<file path="config.mk">
export PLATFORM = sky130hd
export DESIGN_NAME = time_window_rule_matcher
export DESIGN_NICKNAME = d
export VERILOG_FILES = /design/src/design/twr_pkg.sv /design/src/design/time_window_rule_matcher.sv /design/src/design/twr_rule_mem.sv /design/src/design/twr_window_unit.sv /design/src/design/twr_ctrl.sv
export SDC_FILE = /design/constraint.sdc
export NUM_CORES = 1
export LEC_CHECK = 0
export BUFFER_PORTS_ARGS = -buffer_cell sky130_fd_sc_hd__buf_2
export CAP_MARGIN = 20
export CORE_ASPECT_RATIO = 0.8
export CORE_MARGIN = 4
export CORE_UTILIZATION = 45
export DETAILED_ROUTE_END_ITERATION = 10
export GPL_TIMING_DRIVEN = 0
export SYNTH_ARGS = -nofsm -noshare
export SYNTH_HDL_FRONTEND = slang
export SYNTH_SLANG_ARGS = --single-unit
</file>
<file path="constraint.sdc">
create_clock -name clk -period 5.7 [get_ports clk]
set_input_delay 0.855 -clock clk [delete_from_list [all_inputs] [get_ports clk]]
set_output_delay 0.855 -clock clk [all_outputs]
set_load 0.01 [all_outputs]
</file>
<file path="src/design/twr_pkg.sv">
// Shared types, constants and helpers for the time-window rule matcher.
package twr_pkg;

  // Table geometry
  localparam int NUM_RULES = 16;
  localparam int IDX_W     = (NUM_RULES > 1) ? $clog2(NUM_RULES) : 1;

  // Field widths fixed by the item format
  localparam int RIDX_W = 4;
  localparam int WORD_W = 32;
  localparam int TIME_W = 16;

  // Opcodes
  localparam logic [1:0] OP_EVAL  = 2'd0;
  localparam logic [1:0] OP_WRITE = 2'd1;
  localparam logic [1:0] OP_READ  = 2'd2;

  // Time limits and brightness levels
  localparam logic [7:0] HOURS_PER_DAY    = 8'd24;
  localparam logic [7:0] MINUTES_PER_HOUR = 8'd60;
  localparam logic [2:0] BRIGHT_IN        = 3'd7;
  localparam logic [2:0] BRIGHT_OUT       = 3'd1;

  // Last scan counter value: data for entry NUM_RULES-2 is on the read port
  localparam logic [IDX_W-1:0] LAST_SCAN = IDX_W'(NUM_RULES - 1);

  typedef struct packed {
    logic [1:0]        opcode;
    logic [RIDX_W-1:0] rule_index;
    logic [WORD_W-1:0] rule_word;
    logic [4:0]        hour;
    logic [5:0]        minute;
  } twr_in_t;

  typedef struct packed {
    logic [WORD_W-1:0] read_word;
    logic              alarm_active;
    logic              brightness_update;
    logic [2:0]        brightness;
  } twr_out_t;

  // Request from the sequencer to the rule table
  typedef struct packed {
    logic              wr_en;
    logic [IDX_W-1:0]  wr_addr;
    logic [WORD_W-1:0] wr_data;
    logic [IDX_W-1:0]  rd_addr;
  } twr_mem_req_t;

  // Verdict of the window unit on one rule word
  typedef struct packed {
    logic valid;
    logic holds;
  } twr_chk_t;

  typedef enum logic [1:0] {
    ST_IDLE,
    ST_SCAN,
    ST_READ,
    ST_DONE
  } twr_state_t;

  // Map an item index onto a table address
  function automatic logic [IDX_W-1:0] to_addr(logic [RIDX_W-1:0] idx);
    return IDX_W'(idx);
  endfunction

  // True when an item index names an entry of the table
  function automatic logic idx_in_range(logic [RIDX_W-1:0] idx);
    return {3'b000, idx} < 7'(NUM_RULES);
  endfunction

endpackage

</file>
<file path="src/design/time_window_rule_matcher.sv">
// Top level of the time-window rule matcher.
//
// Items arrive on the in_ channel (valid/ready, payload in_data) and each
// one gives exactly one result word on the out_ channel (payload out_data).
// A write stores rule_word at rule_index and returns an all-zero word. A read
// returns the stored word (zero for unwritten entries or out-of-range index).
// An evaluate scans entries 0 to NUM_RULES-2 through one shared compare
// unit, one entry per cycle from a registered table read port, and reports
// alarm_active plus the brightness decision from entry NUM_RULES-2.
// A write passes through ST_DONE, a read through ST_READ then ST_DONE, and an
// evaluate through the scan and then ST_DONE before its result is registered.
// One item is in flight at a time; in_ready is high only while idle. The output
// register holds a result until taken, so the next item may be accepted while
// out_valid waits on a stalled receiver; a finished result then waits inside
// until the output register frees up. Reset clears the sequencer, the output
// valid and all table entries (they read as zero until written), with no sweep.
module time_window_rule_matcher (
  input  logic               clk,
  input  logic               rst_n,
  input  logic               in_valid,
  output logic               in_ready,
  input  twr_pkg::twr_in_t   in_data,
  output logic               out_valid,
  input  logic               out_ready,
  output twr_pkg::twr_out_t  out_data
);
  import twr_pkg::*;

  twr_mem_req_t      mem_req;
  logic [WORD_W-1:0] rd_data;
  logic [TIME_W-1:0] cur_time;
  twr_chk_t          chk;

  twr_ctrl u_ctrl (
    .clk       (clk),
    .rst_n     (rst_n),
    .in_valid  (in_valid),
    .in_ready  (in_ready),
    .in_data   (in_data),
    .out_valid (out_valid),
    .out_ready (out_ready),
    .out_data  (out_data),
    .mem_req   (mem_req),
    .rd_data   (rd_data),
    .cur_time  (cur_time),
    .chk       (chk)
  );

  twr_rule_mem u_mem (
    .clk     (clk),
    .rst_n   (rst_n),
    .req     (mem_req),
    .rd_data (rd_data)
  );

  twr_window_unit u_win (
    .word     (rd_data),
    .cur_time (cur_time),
    .chk      (chk)
  );

endmodule

</file>
<file path="src/design/twr_rule_mem.sv">
// Rule table: one write port, one registered read port, per-entry valid bits.
module twr_rule_mem (
  input  logic                         clk,
  input  logic                         rst_n,
  input  twr_pkg::twr_mem_req_t        req,
  output logic [twr_pkg::WORD_W-1:0]   rd_data
);
  import twr_pkg::*;

  logic [WORD_W-1:0] mem [NUM_RULES];
  logic [NUM_RULES-1:0] vld_r;
  logic [WORD_W-1:0] q_r;
  logic              q_vld_r;

  // Store words
  always_ff @(posedge clk) begin
    if (req.wr_en) begin
      mem[req.wr_addr] <= req.wr_data;
    end
    q_r <= mem[req.rd_addr];
  end

  // Track written entries; unwritten ones read as zero
  always_ff @(posedge clk) begin
    if (!rst_n) begin
      vld_r   <= '0;
      q_vld_r <= 1'b0;
    end else begin
      if (req.wr_en) begin
        vld_r[req.wr_addr] <= 1'b1;
      end
      q_vld_r <= vld_r[req.rd_addr];
    end
  end

  assign rd_data = q_vld_r ? q_r : '0;

endmodule

</file>
<file path="src/design/twr_window_unit.sv">
// Shared compare unit: checks one rule word for validity and time containment.
module twr_window_unit (
  input  logic [twr_pkg::WORD_W-1:0] word,
  input  logic [twr_pkg::TIME_W-1:0] cur_time,
  output twr_pkg::twr_chk_t          chk
);
  import twr_pkg::*;

  logic [7:0]  on_m, on_h, off_m, off_h;
  logic [15:0] on_t, off_t;
  logic        fields_ok;

  assign on_m  = word[7:0];
  assign on_h  = word[15:8];
  assign off_m = word[23:16];
  assign off_h = word[31:24];
  assign on_t  = word[15:0];
  assign off_t = word[31:16];

  // Check field ranges
  assign fields_ok = (on_h < HOURS_PER_DAY) && (on_m < MINUTES_PER_HOUR) &&
                     (off_h < HOURS_PER_DAY) && (off_m < MINUTES_PER_HOUR);

  assign chk.valid = fields_ok && (on_t < off_t);
  assign chk.holds = (on_t <= cur_time) && (cur_time < off_t);

endmodule

</file>
<file path="src/design/twr_ctrl.sv">
// Sequencer: decodes items, scans the table and holds the result word.
module twr_ctrl (
  input  logic                       clk,
  input  logic                       rst_n,
  input  logic                       in_valid,
  output logic                       in_ready,
  input  twr_pkg::twr_in_t           in_data,
  output logic                       out_valid,
  input  logic                       out_ready,
  output twr_pkg::twr_out_t          out_data,
  output twr_pkg::twr_mem_req_t      mem_req,
  input  logic [twr_pkg::WORD_W-1:0] rd_data,
  output logic [twr_pkg::TIME_W-1:0] cur_time,
  input  twr_pkg::twr_chk_t          chk
);
  import twr_pkg::*;

  twr_state_t       state_r, state_nxt;
  logic [IDX_W-1:0] scan_r, scan_nxt;
  logic             hit_r, hit_nxt;
  logic             rng_r, rng_nxt;
  logic [TIME_W-1:0] time_r, time_nxt;
  twr_out_t         res_r, res_nxt;
  logic             out_valid_r, out_valid_nxt;
  twr_out_t         out_data_r, out_data_nxt;
  logic             hit_now;

  assign hit_now  = chk.valid && chk.holds;
  assign cur_time = time_r;

  // Control registers
  always_ff @(posedge clk) begin
    if (!rst_n) begin
      state_r     <= ST_IDLE;
      out_valid_r <= 1'b0;
    end else begin
      state_r     <= state_nxt;
      out_valid_r <= out_valid_nxt;
    end
  end

  // Payload registers
  always_ff @(posedge clk) begin
    scan_r     <= scan_nxt;
    hit_r      <= hit_nxt;
    rng_r      <= rng_nxt;
    time_r     <= time_nxt;
    res_r      <= res_nxt;
    out_data_r <= out_data_nxt;
  end

  // Next state and outputs
  always_comb begin
    state_nxt       = state_r;
    scan_nxt        = scan_r;
    hit_nxt         = hit_r;
    rng_nxt         = rng_r;
    time_nxt        = time_r;
    res_nxt         = res_r;
    out_valid_nxt   = out_valid_r && !out_ready;
    out_data_nxt    = out_data_r;
    in_ready        = 1'b0;
    mem_req.wr_en   = 1'b0;
    mem_req.wr_addr = to_addr(in_data.rule_index);
    mem_req.wr_data = in_data.rule_word;
    mem_req.rd_addr = scan_r;

    case (state_r)
      ST_IDLE: begin
        in_ready = 1'b1;
        if (in_valid) begin
          res_nxt = '0;
          case (in_data.opcode)
            OP_EVAL: begin
              mem_req.rd_addr = '0;
              scan_nxt  = IDX_W'(1);
              hit_nxt   = 1'b0;
              time_nxt  = {3'b000, in_data.hour, 2'b00, in_data.minute};
              state_nxt = ST_SCAN;
            end
            OP_WRITE: begin
              mem_req.wr_en = idx_in_range(in_data.rule_index);
              state_nxt     = ST_DONE;
            end
            OP_READ: begin
              mem_req.rd_addr = to_addr(in_data.rule_index);
              rng_nxt         = idx_in_range(in_data.rule_index);
              state_nxt       = ST_READ;
            end
            default: begin
              state_nxt = ST_DONE;
            end
          endcase
        end
      end
      ST_SCAN: begin
        // Data on the read port belongs to entry scan_r-1
        if (hit_now) begin
          hit_nxt = 1'b1;
        end
        if (scan_r == LAST_SCAN) begin
          res_nxt.alarm_active = hit_r || hit_now;
          if (chk.valid) begin
            res_nxt.brightness_update = 1'b1;
            res_nxt.brightness        = chk.holds ? BRIGHT_IN : BRIGHT_OUT;
          end
          state_nxt = ST_DONE;
        end else begin
          scan_nxt = scan_r + IDX_W'(1);
        end
      end
      ST_READ: begin
        res_nxt.read_word = rng_r ? rd_data : '0;
        state_nxt         = ST_DONE;
      end
      ST_DONE: begin
        // Hand the result to the output register once it is free
        if (!out_valid_r || out_ready) begin
          out_valid_nxt = 1'b1;
          out_data_nxt  = res_r;
          state_nxt     = ST_IDLE;
        end
      end
      default: begin
        state_nxt = ST_IDLE;
      end
    endcase
  end

  assign out_valid = out_valid_r;
  assign out_data  = out_data_r;

  // Brightness is only nonzero with an update, and then is one of two levels
  a_bright_level: assert property (@(posedge clk) disable iff (!rst_n)
    out_valid |-> (!out_data.brightness_update && out_data.brightness == 3'd0) ||
                  (out_data.brightness_update &&
                   (out_data.brightness == BRIGHT_IN || out_data.brightness == BRIGHT_OUT)))
    else $error("twr_ctrl: bad brightness in result word");

  // A read result never carries evaluate flags
  a_read_clean: assert property (@(posedge clk) disable iff (!rst_n)
    (out_valid && out_data.read_word != '0) |->
      (!out_data.alarm_active && !out_data.brightness_update))
    else $error("twr_ctrl: read word mixed with evaluate flags");

  // Scan counter never points back at entry zero during a scan
  a_scan_nonzero: assert property (@(posedge clk) disable iff (!rst_n)
    (state_r == ST_SCAN) |-> (scan_r != '0))
    else $error("twr_ctrl: scan counter lost");

  // An accepted item always drops in_ready in the cycle after it is taken
  a_one_item: assert property (@(posedge clk) disable iff (!rst_n)
    (in_valid && in_ready) |=> !in_ready)
    else $error("twr_ctrl: item overlap");

  // Scan advances by one each cycle until it finishes
  a_scan_step: assert property (@(posedge clk) disable iff (!rst_n)
    (state_r == ST_SCAN && scan_r != LAST_SCAN) |=>
      (state_r == ST_SCAN && scan_r == $past(scan_r) + IDX_W'(1)))
    else $error("twr_ctrl: scan stalled or skipped");

endmodule

</file>
* After elaboration in Yosys (flattened, before gate mapping)
Memories as Yosys holds them, arrays and structs flattened. A register that Yosys moved wholly into a read port is not among the register bits.
Cells that the tools add are included.
** Storage, ports and cells
- Register bits after elaboration :: 110
- Bits in latches :: 0
- Memory bits (writable) :: 512
- Bits in read-only memories :: 0
- Bits of input ports :: 53
- Output and inout bits :: 39
- Memories kept :: 1
** Operators by class
- Add/subtract/negate cells :: 1
- Multiply operators :: 0
- Div/mod/pow operators :: 0
- Magnitude comparators :: 10
- Eq/ne operators :: 13
- Shifts and indexed selects :: 0
- Muxes and demuxes :: 35
- Bitwise gates (word level) :: 1
- Reductions and logical operators :: 24
** Memory list
- u_mem.mem :: words 16, bits a word 32, read ports 1, clocked after memory_dff 1, wr ports 1, line twr_rule_mem.sv:10 : logic [WORD_W-1:0] mem [NUM_RULES];
** Operator list (number)
- 32-bit case mux with 2 select lines :: 1
- 37-bit 2-to-1 mux :: 1
- 32-bit 2-to-1 mux :: 1
- 4-bit 2-to-1 mux :: 6
- 16-bit by 13-bit less-or-equal comparator with 1-bit output :: 1
- 13-bit by 16-bit < comparator with 1-bit output :: 1
- 16-bit < comparator :: 1
- 8-bit by 5-bit < comparator with 1-bit output (second input constant) :: 2
- 8-bit by 6-bit < comparator with 1-bit output (second input constant) :: 2
- 16-bit OR :: 1
- 4-bit case mux with 2 select lines :: 2
- 1-bit 2-to-1 mux :: 13
- 4-bit AND reduction :: 3
- 4-bit by 5-bit < comparator with 1-bit output (second input constant) :: 2
- 5-bit case mux with 2 select lines :: 1
- 3-bit AND reduction :: 3
- 1-bit logical AND :: 8
- 2-bit by 1-bit inequality test with 1-bit output (second input constant) :: 4
- 2-bit case mux with 4 select lines :: 1
- 2-bit equality test (second input constant) :: 3
- 2-bit 2-to-1 mux :: 3
- 2-bit inequality test (second input constant) :: 3
- 5-bit 2-to-1 mux :: 1
- 4-bit by 1-bit adder with 4-bit output (second input constant) :: 1
- other kinds (13) :: 19

* Longest topological paths before layout
Gate-level depths: netlist of the first run.
- Depth in word-level cells :: 10
- Mapped depth :: 13

* Modules after synthesis
A second synthesis of the first run with hierarchy kept.
** Second synthesis, totals
- Cells, all modules :: 1304
- Area, all modules :: 25435.6 um^2
** By module, submodules not included
- twr_rule_mem :: times used 1, cells each 927, area each 20697.4 um^2, sequential area each 16355.7 um^2
- twr_ctrl :: times used 1, cells each 228, area each 3577.2 um^2, sequential area each 2642.5 um^2
- twr_window_unit :: times used 1, cells each 149, area each 1161.1 um^2, sequential area each 0.0 um^2

* Worst setup path before layout of the first run
Ideal clock, no wire load.
- Path type :: input to register
- Start :: input port in_data[48] (netlist name)
- End :: memory u_mem.mem[0][0] (enable)
- Library setup time :: 0.463 ns
- Arrival time :: 3.786 ns
- Required time :: 5.237 ns
- Slack :: 1.450 ns
- Cell stages on the path :: 4
- Buffers on the path :: 0
- Cells stage by stage :: and3b_1 > nand2_1 > or3_1 > nor3_1
** Between the ends
- Longest elaborated chain between the ends :: 6
** RTL lines
- from (decl) :: line time_window_rule_matcher.sv:22 : input twr_pkg::twr_in_t in_data,
- 2-bit by 1-bit equality test with 1-bit output :: line twr_ctrl.sv:73 : case (in_data.opcode)
- 1-bit 2-to-1 mux :: line twr_ctrl.sv:73
- 1-bit 2-to-1 mux :: line twr_ctrl.sv:71 : if (in_valid) begin
- 1-bit 2-to-1 mux :: line twr_ctrl.sv:68 : case (state_r)
- 1-bit 2-to-1 mux :: line twr_rule_mem.sv:17 : if (req.wr_en) begin
- 1-bit 2-to-1 mux (implied by the code) :: line twr_rule_mem.sv:18 : mem[req.wr_addr] <= req.wr_data;
- to (decl) :: line twr_rule_mem.sv:10
Every way passes these cells.

* Final worst setup path of the first run
- Start :: register u_mem.q_vld_r
- End :: register u_ctrl.hit_r (enable)
** Between the ends
- Longest elaborated chain between the ends :: 9
- Elaborated cells on any way between the ends :: 16
- Those cells by class :: order compare: 7; eq/ne: 1; mux: 1; reduce/logical: 7
** RTL lines
- from (decl) :: line twr_rule_mem.sv:13 : logic q_vld_r;
- from (signal assigned) :: line twr_rule_mem.sv:32 : q_vld_r <= vld_r[req.rd_addr];
- 32-bit 2-to-1 mux * :: line twr_rule_mem.sv:36 : assign rd_data = q_vld_r ? q_r : '0;
- via rd_data[4] :: line time_window_rule_matcher.sv:30 : logic [WORD_W-1:0] rd_data;
- 8-bit by 6-bit < comparator with 1-bit output :: line twr_window_unit.sv:21 : assign fields_ok = (on_h < HOURS_PER_DAY) && (on_m < MINUTES_PER_HOUR) &&
- 1-bit logical AND (2 in a row) :: line twr_window_unit.sv:21
- 1-bit logical AND :: line twr_window_unit.sv:22 : (off_h < HOURS_PER_DAY) && (off_m < MINUTES_PER_HOUR);
- 1-bit logical AND :: line twr_window_unit.sv:24 : assign chk.valid = fields_ok && (on_t < off_t);
- 1-bit logical AND * :: line twr_ctrl.sv:28 : assign hit_now = chk.valid && chk.holds;
- 2-bit by 1-bit inequality test with 1-bit output (no line) *
- 4-bit AND reduction (no line) *
- to (signal assigned) :: line twr_ctrl.sv:45 : hit_r <= hit_nxt;
- to (decl) :: line twr_ctrl.sv:20 : logic hit_r, hit_nxt;
The timed path passes the listed nets; every way through them passes the cells marked *.
A chain may end at the register's enable or synchronous reset.

==> metrics.yaml, run 1 <==
status: "finished clean"
rows: 78
clock_latency_ns: 0.64
synth_async_sr_flop_share: 0
endpoint: "u_ctrl.hit_r"
gp_congestion: 0.860
seqPwrFrac: 0.473
path_delay_family: "compound AO/OA/AOI/OAI gates"
synth_top_area_share: 0.695
die-area_mm2: 0.0613
report.final.slew_viol_count: 0
endpoint_kind: "register"
hold_viol: 0
synthFlopType: "edfxtp_1"
clock-root-buffer: "clkbuf_16"
dpl_cell_area_mm2: 0.0278
p_leak_uw: 0.0103
layout_commonest_cell: "edfxtp_1"
grt_first_pass_wirelength_mm: 95.0
r2r_end: "u_ctrl.hit_r"
ys_seq_area_frac: 0.735
crit_start: "u_mem.q_vld_r"
layout.nets: 1969
timing.final.crit_share: 0.769
synth_top_cell_by_area: "edfxtp_1"
core-area_mm2: 0.0568
clk_pin_slew_worst_paths_ns: 0.06
wl_per_cell_um: 23.8
tritoncts: "done"
syn_area_mm2: 0.0258
antenna_found_initial: 5
yosys_warnings: 0
max-cap-violations: 0
fmax_ghz: 0.228
setup.worst_path.start_class: "register"
syn_avg_cell_area_um2: 15.2
cts-buffers-inserted: 60
p_clk_frac: 0.334
initial_core_util: 0.455
via_per_inst: 5.57
min_path_type: "register to register"
grt_max_degree: 36
critPathMaxFanout: 10
cp.arrival_ns: 4.73
final_cell_mix: "edfxtp_1 (598), nand2_1 (229), buf_2 (117)"
p_per_area_mw_per_mm2: 404
setup_ws_ns: 1.32
detailed_place_hpwl_mm: 44.5
drtPass1Iterations: 5
worstSetupPathType: "register to register"
vias: 15000
drive_gt1_frac: 0.159
required_ns: 6.05
power.switching_uw: 3470
final_util: 0.525
grt-ovfl-total: 0
synth-edff-count: 598
switching_share: 0.288
routed_wl_mm: 64.0
power_uw: 12100
worstMarginPinSlew_ns: 1.08
crit_buf_inv: 3
num_antenna_cells: 0
antenna_left: 0
htreeDepth: 2
path_common_cell: "clkbuf_1"
num_io_pins: 92
track_usage: 0.208
path_depth: 10
cpMaxStageDelayCell: "o311ai_0"
slew_headroom: 0.275
die_x_um: 276
clock_skew_ns: 0.0210
preCtsSetupSlack_ns: 1.33
area_growth_syn_to_layout_pct: 15.4
syn_nets: 1789
drc: 0
grt_pass1_vias: 14600
io_buffers: 90
vdd_drop_max_mv: 0.235
hold_buffers: 0
setup_viol: 0
cp_slowest_stage_delay_ns: 0.89
cp_cell_sequence: "clkbuf_1, clkbuf_1, clkbuf_1, and2_1, ha_1, nand2_1, a2111oi_0, a211oi_1, o311ai_0, o31ai_1"
rrSetupSlack_ns: 1.32
post_cts_buffers: 0
synthDistinctLibCells: 53
p_comb_frac: 0.193
cts-resized-gates: 0
clock_path_buffers: 3
syn_inst: 1698
ys_ff_latch: 650
synthTopCellsByArea: "edfxtp_1 (70%), dfxtp_1 (4.0%), nand2_1 (3.3%)"
nFillCells: 4685
drt_iter0_drc: 1384
min_period_ns: 4.38
tns_ns: 0
internal-power_uw: 8590
reg2reg_depth: 10
rr_startpoint: "u_mem.q_vld_r"
cts.sinks: 650
rsz0062_at_grt: "false"
die_h_um: 222
design_area_mm2: 0.0298
==> worst min path at each step <==
stage               slack [ns]                  end        startpoint  cells past startpoint
floorplan                 0.40   u_ctrl.out_data[0]   u_ctrl.res_r[0]                      0
finish                    0.41  u_ctrl.out_data[20]  u_ctrl.res_r[20]                      0
global placement          0.40  u_ctrl.out_data[21]  u_ctrl.res_r[21]                      0
global route              0.38   u_ctrl.cur_time[8]        in_data[6]                      1
CTS                       0.37   u_ctrl.cur_time[8]        in_data[6]                      1
detailed placement        0.40  u_ctrl.out_data[13]  u_ctrl.res_r[13]                      0
==> registers in the layout, summed over array words and instances, names as in the netlist <==
| name | cells |
|---|---|
| u_ctrl.res_r | 35 |
| u_ctrl.scan_r | 4 |
| u_ctrl.hit_r | 1 |
| u_ctrl.cur_time | 11 |
| u_mem.vld_r | 16 |
| u_mem.q_vld_r | 1 |
| u_mem.q_r | 32 |
| u_mem.mem | 512 |
| u_ctrl.out_valid | 1 |
| u_ctrl.state_r | 2 |
| u_ctrl.out_data | 35 |
==> logic make-up (layout without fill, tap and decap cells) <==
kind of cell	after synthesis	in the layout	share of synthesized area
flip-flops	650	650	0.735
AND/OR/NAND/NOR	472	472	0.0893
AO/OA/AOI/OAI	295	295	0.0856
buffers and inverters	128	359	0.0247
multiplexers	113	113	0.0460
adder cells (fa/ha/maj)	38	38	0.0184
XOR/XNOR	2	2	0.000678
==> power groups by stage <==
| stage | logic (µW) | clock network, µW | registers (µW) |
|---|---|---|---|
| after detailed placement | 2320 | 0 | 5810 |
| after global placement | 2260 | 0 | 5830 |
| final | 2330 | 4030 | 5710 |
| after global routing | 2510 | 4320 | 5730 |
| after floorplan | 1380 | 0 | 5730 |
| after CTS | 2320 | 4120 | 5710 |
==> final cells by class <==
cell class | instances | area, µm² | share of cell area
clock buffers | 66 | 1520 | 0.0511
multi-input cells | 920 | 6320 | 0.212
repair buffers | 118 | 927 | 0.0311
plain buffers | 105 | 552 | 0.0185
clock inverters | 47 | 468 | 0.0157
flip-flops and latches | 650 | 19000 | 0.637
well taps | 760 | 951 | 0.0319
inverters | 23 | 86.3 | 0.00289
==> routing by layer <==
layer / track usage / vias up / part of all wire
li1: - / 6899 / -
met1: 0.301 / 7447 / 0.44
met2: 0.327 / 545 / 0.46
met3: 0.0381 / 88 / 0.077
met4: 0.0559 / 2 / 0.024
met5: 0 / - / 0.00020
==> through the flow <==
step | instances | hold slack, ns
2_1_floorplan | 1698 | 0.400
4_1_cts | 2689 | 0.370
3_3_place_gp | 2548 | 0.404
3_5_place_dp | 2576 | 0.405
6_report | 2689 | 0.412
5_1_grt | 2689 | 0.384
==> synth_stat cells (4+ instances only) <==
cell type,count
a211oi_1,98
a21oi_1,16
a221o_1,32
a31oi_1,67
and2_0,56
and2_1,57
and3_1,60
buf_2,27
buf_4,7
buf_6,13
clkbuf_1,57
dfxtp_1,52
edfxtp_1,598
ha_1,38
inv_1,23
mux2_2,32
mux2i_1,79
nand2_1,229
nand2b_1,5
nand4_1,8
nor2_1,29
nor2b_1,9
nor3_1,7
o21a_1,17
o21ai_0,7
o22ai_1,4
o32ai_1,32
==> worst register-to-register path: cells and delay by family (launching register included) <==
family                   cells  cell delay (ns)
AO/OA/AOI/OAI                4             1.95
adder cells (fa/ha/maj)      1             0.13
buffers and inverters        3             1.29
flip-flops                   1             0.42
AND/OR/NAND/NOR              2             0.33
Power figures use the tool's default switching activity.
==> inputs of run 2 (changes only) <==
clock period = 3.7 ns   (was 5.7 ns; I/O delays follow)
==> metrics.yaml, run 2 (synthesis results as in run 1) <==
status: "finished clean"
antenna_found_initial: 3  # -2
wl_per_cell_um: 24.4  # +2.6%
min_period_ns: 3.54  # -0.841 ns
rsz0062_at_grt: "false"
clock_latency_ns: 0.61  # -0.03 ns
routed_wl_mm: 65.5  # +2.4%
critPathMaxFanout: 10  # unchanged
setup_viol: 0  # unchanged
core-area_mm2: 0.0568  # unchanged
path_delay_family: "compound AO/OA/AOI/OAI gates"
num_antenna_cells: 0  # unchanged
tritoncts: "done"
setup.worst_path.start_class: "register"
die-area_mm2: 0.0613  # unchanged
track_usage: 0.212  # +0.00436
grt_first_pass_wirelength_mm: 95.7  # +0.73%
path_depth: 11  # +1
p_leak_uw: 0.0104  # +0.51%
num_io_pins: 92  # unchanged
endpoint_kind: "register"
path_common_cell: "clkbuf_2"
max-cap-violations: 0  # unchanged
clk_pin_slew_worst_paths_ns: 0.06  # about the same
clock_skew_ns: 0.0189  # -0.00216 ns
report.final.slew_viol_count: 0  # unchanged
slew_headroom: 0.356  # +0.0807
area_growth_syn_to_layout_pct: 15.9
layout_commonest_cell: "edfxtp_1"
worstSetupPathType: "register to register"
initial_core_util: 0.455  # unchanged
vdd_drop_max_mv: 0.372  # +59%
grt_max_degree: 36  # unchanged
cp_cell_sequence: "buf_2, clkbuf_2, clkbuf_2, and2_1, ha_1, a21oi_1, o22ai_1, or3_1, a211oi_1, o311ai_2, o31ai_1"
nFillCells: 4679  # -0.13%
via_per_inst: 5.60  # +0.48%
cts.sinks: 650  # unchanged
final_util: 0.527  # +0.00205
worstMarginPinSlew_ns: 0.962  # -0.119 ns
clock_path_buffers: 3  # unchanged
clock-root-buffer: "clkbuf_16"
detailed_place_hpwl_mm: 44.2  # -0.68%
largest_register_ff_count: 512  # unchanged
rows: 78  # unchanged
grt_pass1_vias: 14600  # -0.34%
power_uw: 18900  # +56%
setup_ws_ns: 0.158  # -1.16 ns
tns_ns: 0  # unchanged
io_buffers: 90  # unchanged
die_h_um: 222  # unchanged
grt-ovfl-total: 0  # unchanged
cpMaxStageDelayCell: "dfxtp_1"
p_per_area_mw_per_mm2: 630  # +56%
vias: 15000  # +0.29%
fmax_ghz: 0.282  # +24%
min_path_type: "primary input to register"
holdPathStages: 1  # +1
hold_buffers: 0  # unchanged
layout.nets: 1967  # -0.10%
cp_slowest_stage_delay_ns: 0.46  # -0.43 ns
die_x_um: 276  # unchanged
timing.final.crit_share: 0.957  # +0.188
required_ns: 3.99  # -2.06 ns
hold_viol: 0  # unchanged
drive_gt1_frac: 0.159  # +0.000412
drtPass1Iterations: 7  # +2
antenna_left: 0  # unchanged
crit_buf_inv: 3  # unchanged
cts-buffers-inserted: 66  # +10%
preCtsSetupSlack_ns: -0.560  # -1.89 ns
drt_iter0_drc: 1516  # +9.5%
reg2reg_depth: 11  # +1
drc: 0  # unchanged
cp.arrival_ns: 3.83  # -0.90 ns
regMostFlops: "u_mem.mem"
gp_congestion: 0.855  # -0.58%
htreeDepth: 3  # +1
final_cell_mix: "edfxtp_1 (598), nand2_1 (229), buf_2 (118)"
## run 2: cell types whose count changed in the layout (fill, tap and decap cells not counted), moves of 4 or more
| cell | delta |
|---|---|
| clkbuf_1 | +5 |
| bufinv_16 | -4 |
| clkbuf_16 | +8 |
| nor3_2 | -4 |
| buf_16 | +4 |
| buf_6 | -13 |
| nor3_4 | +4 |
| clkinv_1 | -9 |
## run 2: per-stage QoR
step	cell area (µm²)	cells	hold slack, ns
global placement	27300	2548	0.402
finish	29900	2684	0.129
detailed placement	27900	2568	0.405
global route	29900	2684	0.102
floorplan	25900	1698	0.400
CTS	29900	2684	0.0953
## run 2: timing repair
action,4_1_cts,5_1_grt
setup endpoints to repair,5,5
resized for setup,5,5
buffers inserted,0,0
## run 2: report_power, final
part | switching (µW) | total (µW) | internal [µW]
registers | 272 | 8790 | 8510
clock network | 2740 | 6470 | 3720
logic | 2440 | 3620 | 1180
## run 2: worst register-to-register path, delay by kind of cell (launching register included)
family	cells	cell delay (ns)
compound gates	5	1.03
buf+inv	3	0.86
simple gates	2	0.62
flops	1	0.46
fa+ha+maj	1	0.28
## run 2: worst paths after layout
path                                  startpoint                   to  slack (ns)
worst max-delay path               u_mem.q_vld_r         u_ctrl.hit_r        0.16
worst min-delay path                  in_data[8]  u_ctrl.cur_time[10]        0.13
worst max register to register     u_mem.q_vld_r         u_ctrl.hit_r        0.16
worst min register to register  u_ctrl.res_r[10]  u_ctrl.out_data[10]        0.42
## run 2: cell type report
| cell class | instances | area (µm²) | area share |
|---|---|---|---|
| Buffer | 105 | 557 | 0.0186 |
| Clock buffer | 86 | 1800 | 0.0601 |
| Clock inverter | 30 | 277 | 0.00923 |
| Inverter | 23 | 86.3 | 0.00288 |
| Multi-Input combinational cell | 920 | 6360 | 0.212 |
| Sequential cell | 650 | 19000 | 0.634 |
| Tap cell | 760 | 951 | 0.0318 |
| Timing Repair Buffer | 110 | 913 | 0.0305 |
## run 2: layer usage
| layer | GRT usage | vias up | part of all wire |
|---|---|---|---|
| met2 | 0.334 | 539 | 0.46 |
| met5 | 0 | - | 0 |
| met3 | 0.0486 | 89 | 0.072 |
| li1 | - | 6891 | - |
| met1 | 0.302 | 7506 | 0.45 |
| met4 | 0.0534 | 0 | 0.021 |
==> inputs of run 3 (changes only) <==
CORE_UTILIZATION = 35   (was 45)
SETUP_SLACK_MARGIN = 0.05   (was default)
clock period = 4.1 ns   (was 3.7 ns; I/O delays follow)
==> metrics.yaml, run 3 (synthesis results as in run 1) <==
worstSetupPathType: "register to register"
die_x_um: 312  # +13%
dpl_cell_area_mm2: 0.0280  # +0.60%
rsz0062_at_grt: "false"
required_ns: 4.38  # +0.39 ns
timing.final.crit_share: 0.921  # -0.0364
p_per_area_mw_per_mm2: 566  # -10%
max-cap-violations: 0  # unchanged
setup_viol: 0  # unchanged
grt_pass1_vias: 14800  # +1.8%
p_leak_uw: 0.0103  # -0.59%
worstMarginPinSlew_ns: 1.03  # +0.0649 ns
vdd_drop_max_mv: 0.358  # -3.8%
clock-root-buffer: "clkbuf_16"
min_period_ns: 3.78  # +0.234 ns
tritoncts: "done"
num_io_pins: 92  # unchanged
grt_max_degree: 36  # unchanged
antenna_found_initial: 8  # +5
track_usage: 0.166  # -0.0462
grt_first_pass_wirelength_mm: 97.9  # +2.3%
wl_per_cell_um: 23.2  # -4.7%
htreeDepth: 2  # -1
cts-buffers-inserted: 59  # -11%
cts.sinks: 650  # unchanged
antenna_left: 0  # unchanged
drive_gt1_frac: 0.161  # +0.00216
design_area_mm2: 0.0301  # +0.43%
routed_wl_mm: 66.7  # +1.9%
cp.arrival_ns: 4.06  # +0.23 ns
drtPass1Iterations: 5  # -2
vias: 15200  # +1.3%
initial_core_util: 0.356  # -0.0993
post_cts_buffers: 0  # unchanged
clock_skew_ns: 0.0361  # +0.0173 ns
report.final.slew_viol_count: 0  # unchanged
die_h_um: 251  # +13%
largest_register_ff_count: 512  # unchanged
io_buffers: 90  # unchanged
gp_congestion: 0.857  # +0.26%
min_path_type: "primary input to register"
die-area_mm2: 0.0783  # +28%
fmax_ghz: 0.265  # -6.2%
clk_pin_slew_worst_paths_ns: 0.07  # about the same
hold_viol: 0  # unchanged
core-area_mm2: 0.0727  # +28%
grt-ovfl-total: 0  # unchanged
clock_path_buffers: 3  # unchanged
area_growth_syn_to_layout_pct: 16.4
layout_commonest_cell: "edfxtp_1"
status: "finished clean"
drt_iter0_drc: 1639  # +8.1%
clock_latency_ns: 0.64  # +0.03 ns
regMostFlops: "u_mem.mem"
final_util: 0.414  # -0.113
detailed_place_hpwl_mm: 46.0  # +4.2%
rows: 88  # +13%
layout.nets: 1964  # -0.15%
endpoint_kind: "register"
setup.worst_path.start_class: "register"
slew_headroom: 0.311  # -0.0446
via_per_inst: 5.30  # -5.3%
drc: 0  # unchanged
critPathMaxFanout: 10  # unchanged
hold_buffers: 0  # unchanged
final_cell_mix: "edfxtp_1 (598), nand2_1 (229), buf_2 (117)"
[run 3: cell count changes in the layout (fill, tap and decap cells not counted), moves of 3 or more]
cell        previous run  this run
clkinv_2               7        11
clkbuf_16             68        59
clkbuf_1              68        63
nor3_2                 0         3
buf_6                 13        22
clkinvlp_4             1         7
bufinv_16              4        10
nor3_4                 4         1
clkbuf_8               3         0
buf_16                11         5
[run 3: routing by layer]
metal | vias to the layer above | track usage | wire (µm)
met5 | - | 0 | 0
met4 | 0 | 0.0495 | 1730
met3 | 108 | 0.0392 | 6140
met2 | 654 | 0.253 | 29200
met1 | 7573 | 0.238 | 29700
li1 | 6881 | - | -
[run 3: path summary, 6_finish.rpt]
kind,slack [ns],end,cells after the start,start
worst max-delay path,0.32,u_ctrl.res_r[0],11,u_mem.q_vld_r
worst min-delay path,0.17,u_ctrl.cur_time[11],1,in_data[9]
worst max register to register,0.32,u_ctrl.res_r[0],11,u_mem.q_vld_r
worst min register to register,0.42,u_ctrl.out_data[22],0,u_ctrl.res_r[22]
[run 3: cell type report]
class / instances / area [µm²]
fill: 6547 / 42600
sequential: 650 / 19000
multi-input combinational: 920 / 6330
clock buffer: 66 / 1500
tap: 945 / 1180
timing repair buffer: 114 / 875
buffer: 105 / 553
clock inverter: 45 / 542
inverter: 23 / 86.3
antenna: 2 / 5.00
[run 3: worst max-delay path, cell delays in order, from the launching register on]
cell       delay, ns
dfxtp_1         0.42
clkbuf_1        0.40
clkbuf_1        0.41
clkbuf_1        0.42
nand2_1         0.10
ha_1            0.33
a21oi_1         0.16
o22ai_1         0.10
a2111oi_0       0.35
and3_1          0.23
o211ai_1        0.18
a21boi_0        0.35
[run 3: timing repair]
action                                  4_1_cts  5_1_grt
gates resized for setup                       1        3
pin swaps                                     0        0
endpoints found under the setup margin        3        5
cloned                                        0        0
[run 3: power breakdown]
group / internal (µW) / total [µW] / switching [µW]
logic: 1080 / 3310 / 2230
clock network: 3300 / 5760 / 2460
registers: 7680 / 7950 / 268
total: 12100 / 17000 / 4960
[run 3: stage by stage]
step	setup slack, ns	hold WS [ns]	total power (µW)	setup TNS, ns	std cells
2_1_floorplan	0.187	0.400	9890	0	1698
3_3_place_gp	-2.26	0.403	11300	-466.76	2733
3_5_place_dp	-0.0349	0.405	11400	-0.0676	2757
4_1_cts	0.168	0.125	17100	0	2868
5_1_grt	0.0780	0.130	17700	0	2868
6_report	0.324	0.172	17000	0	2870
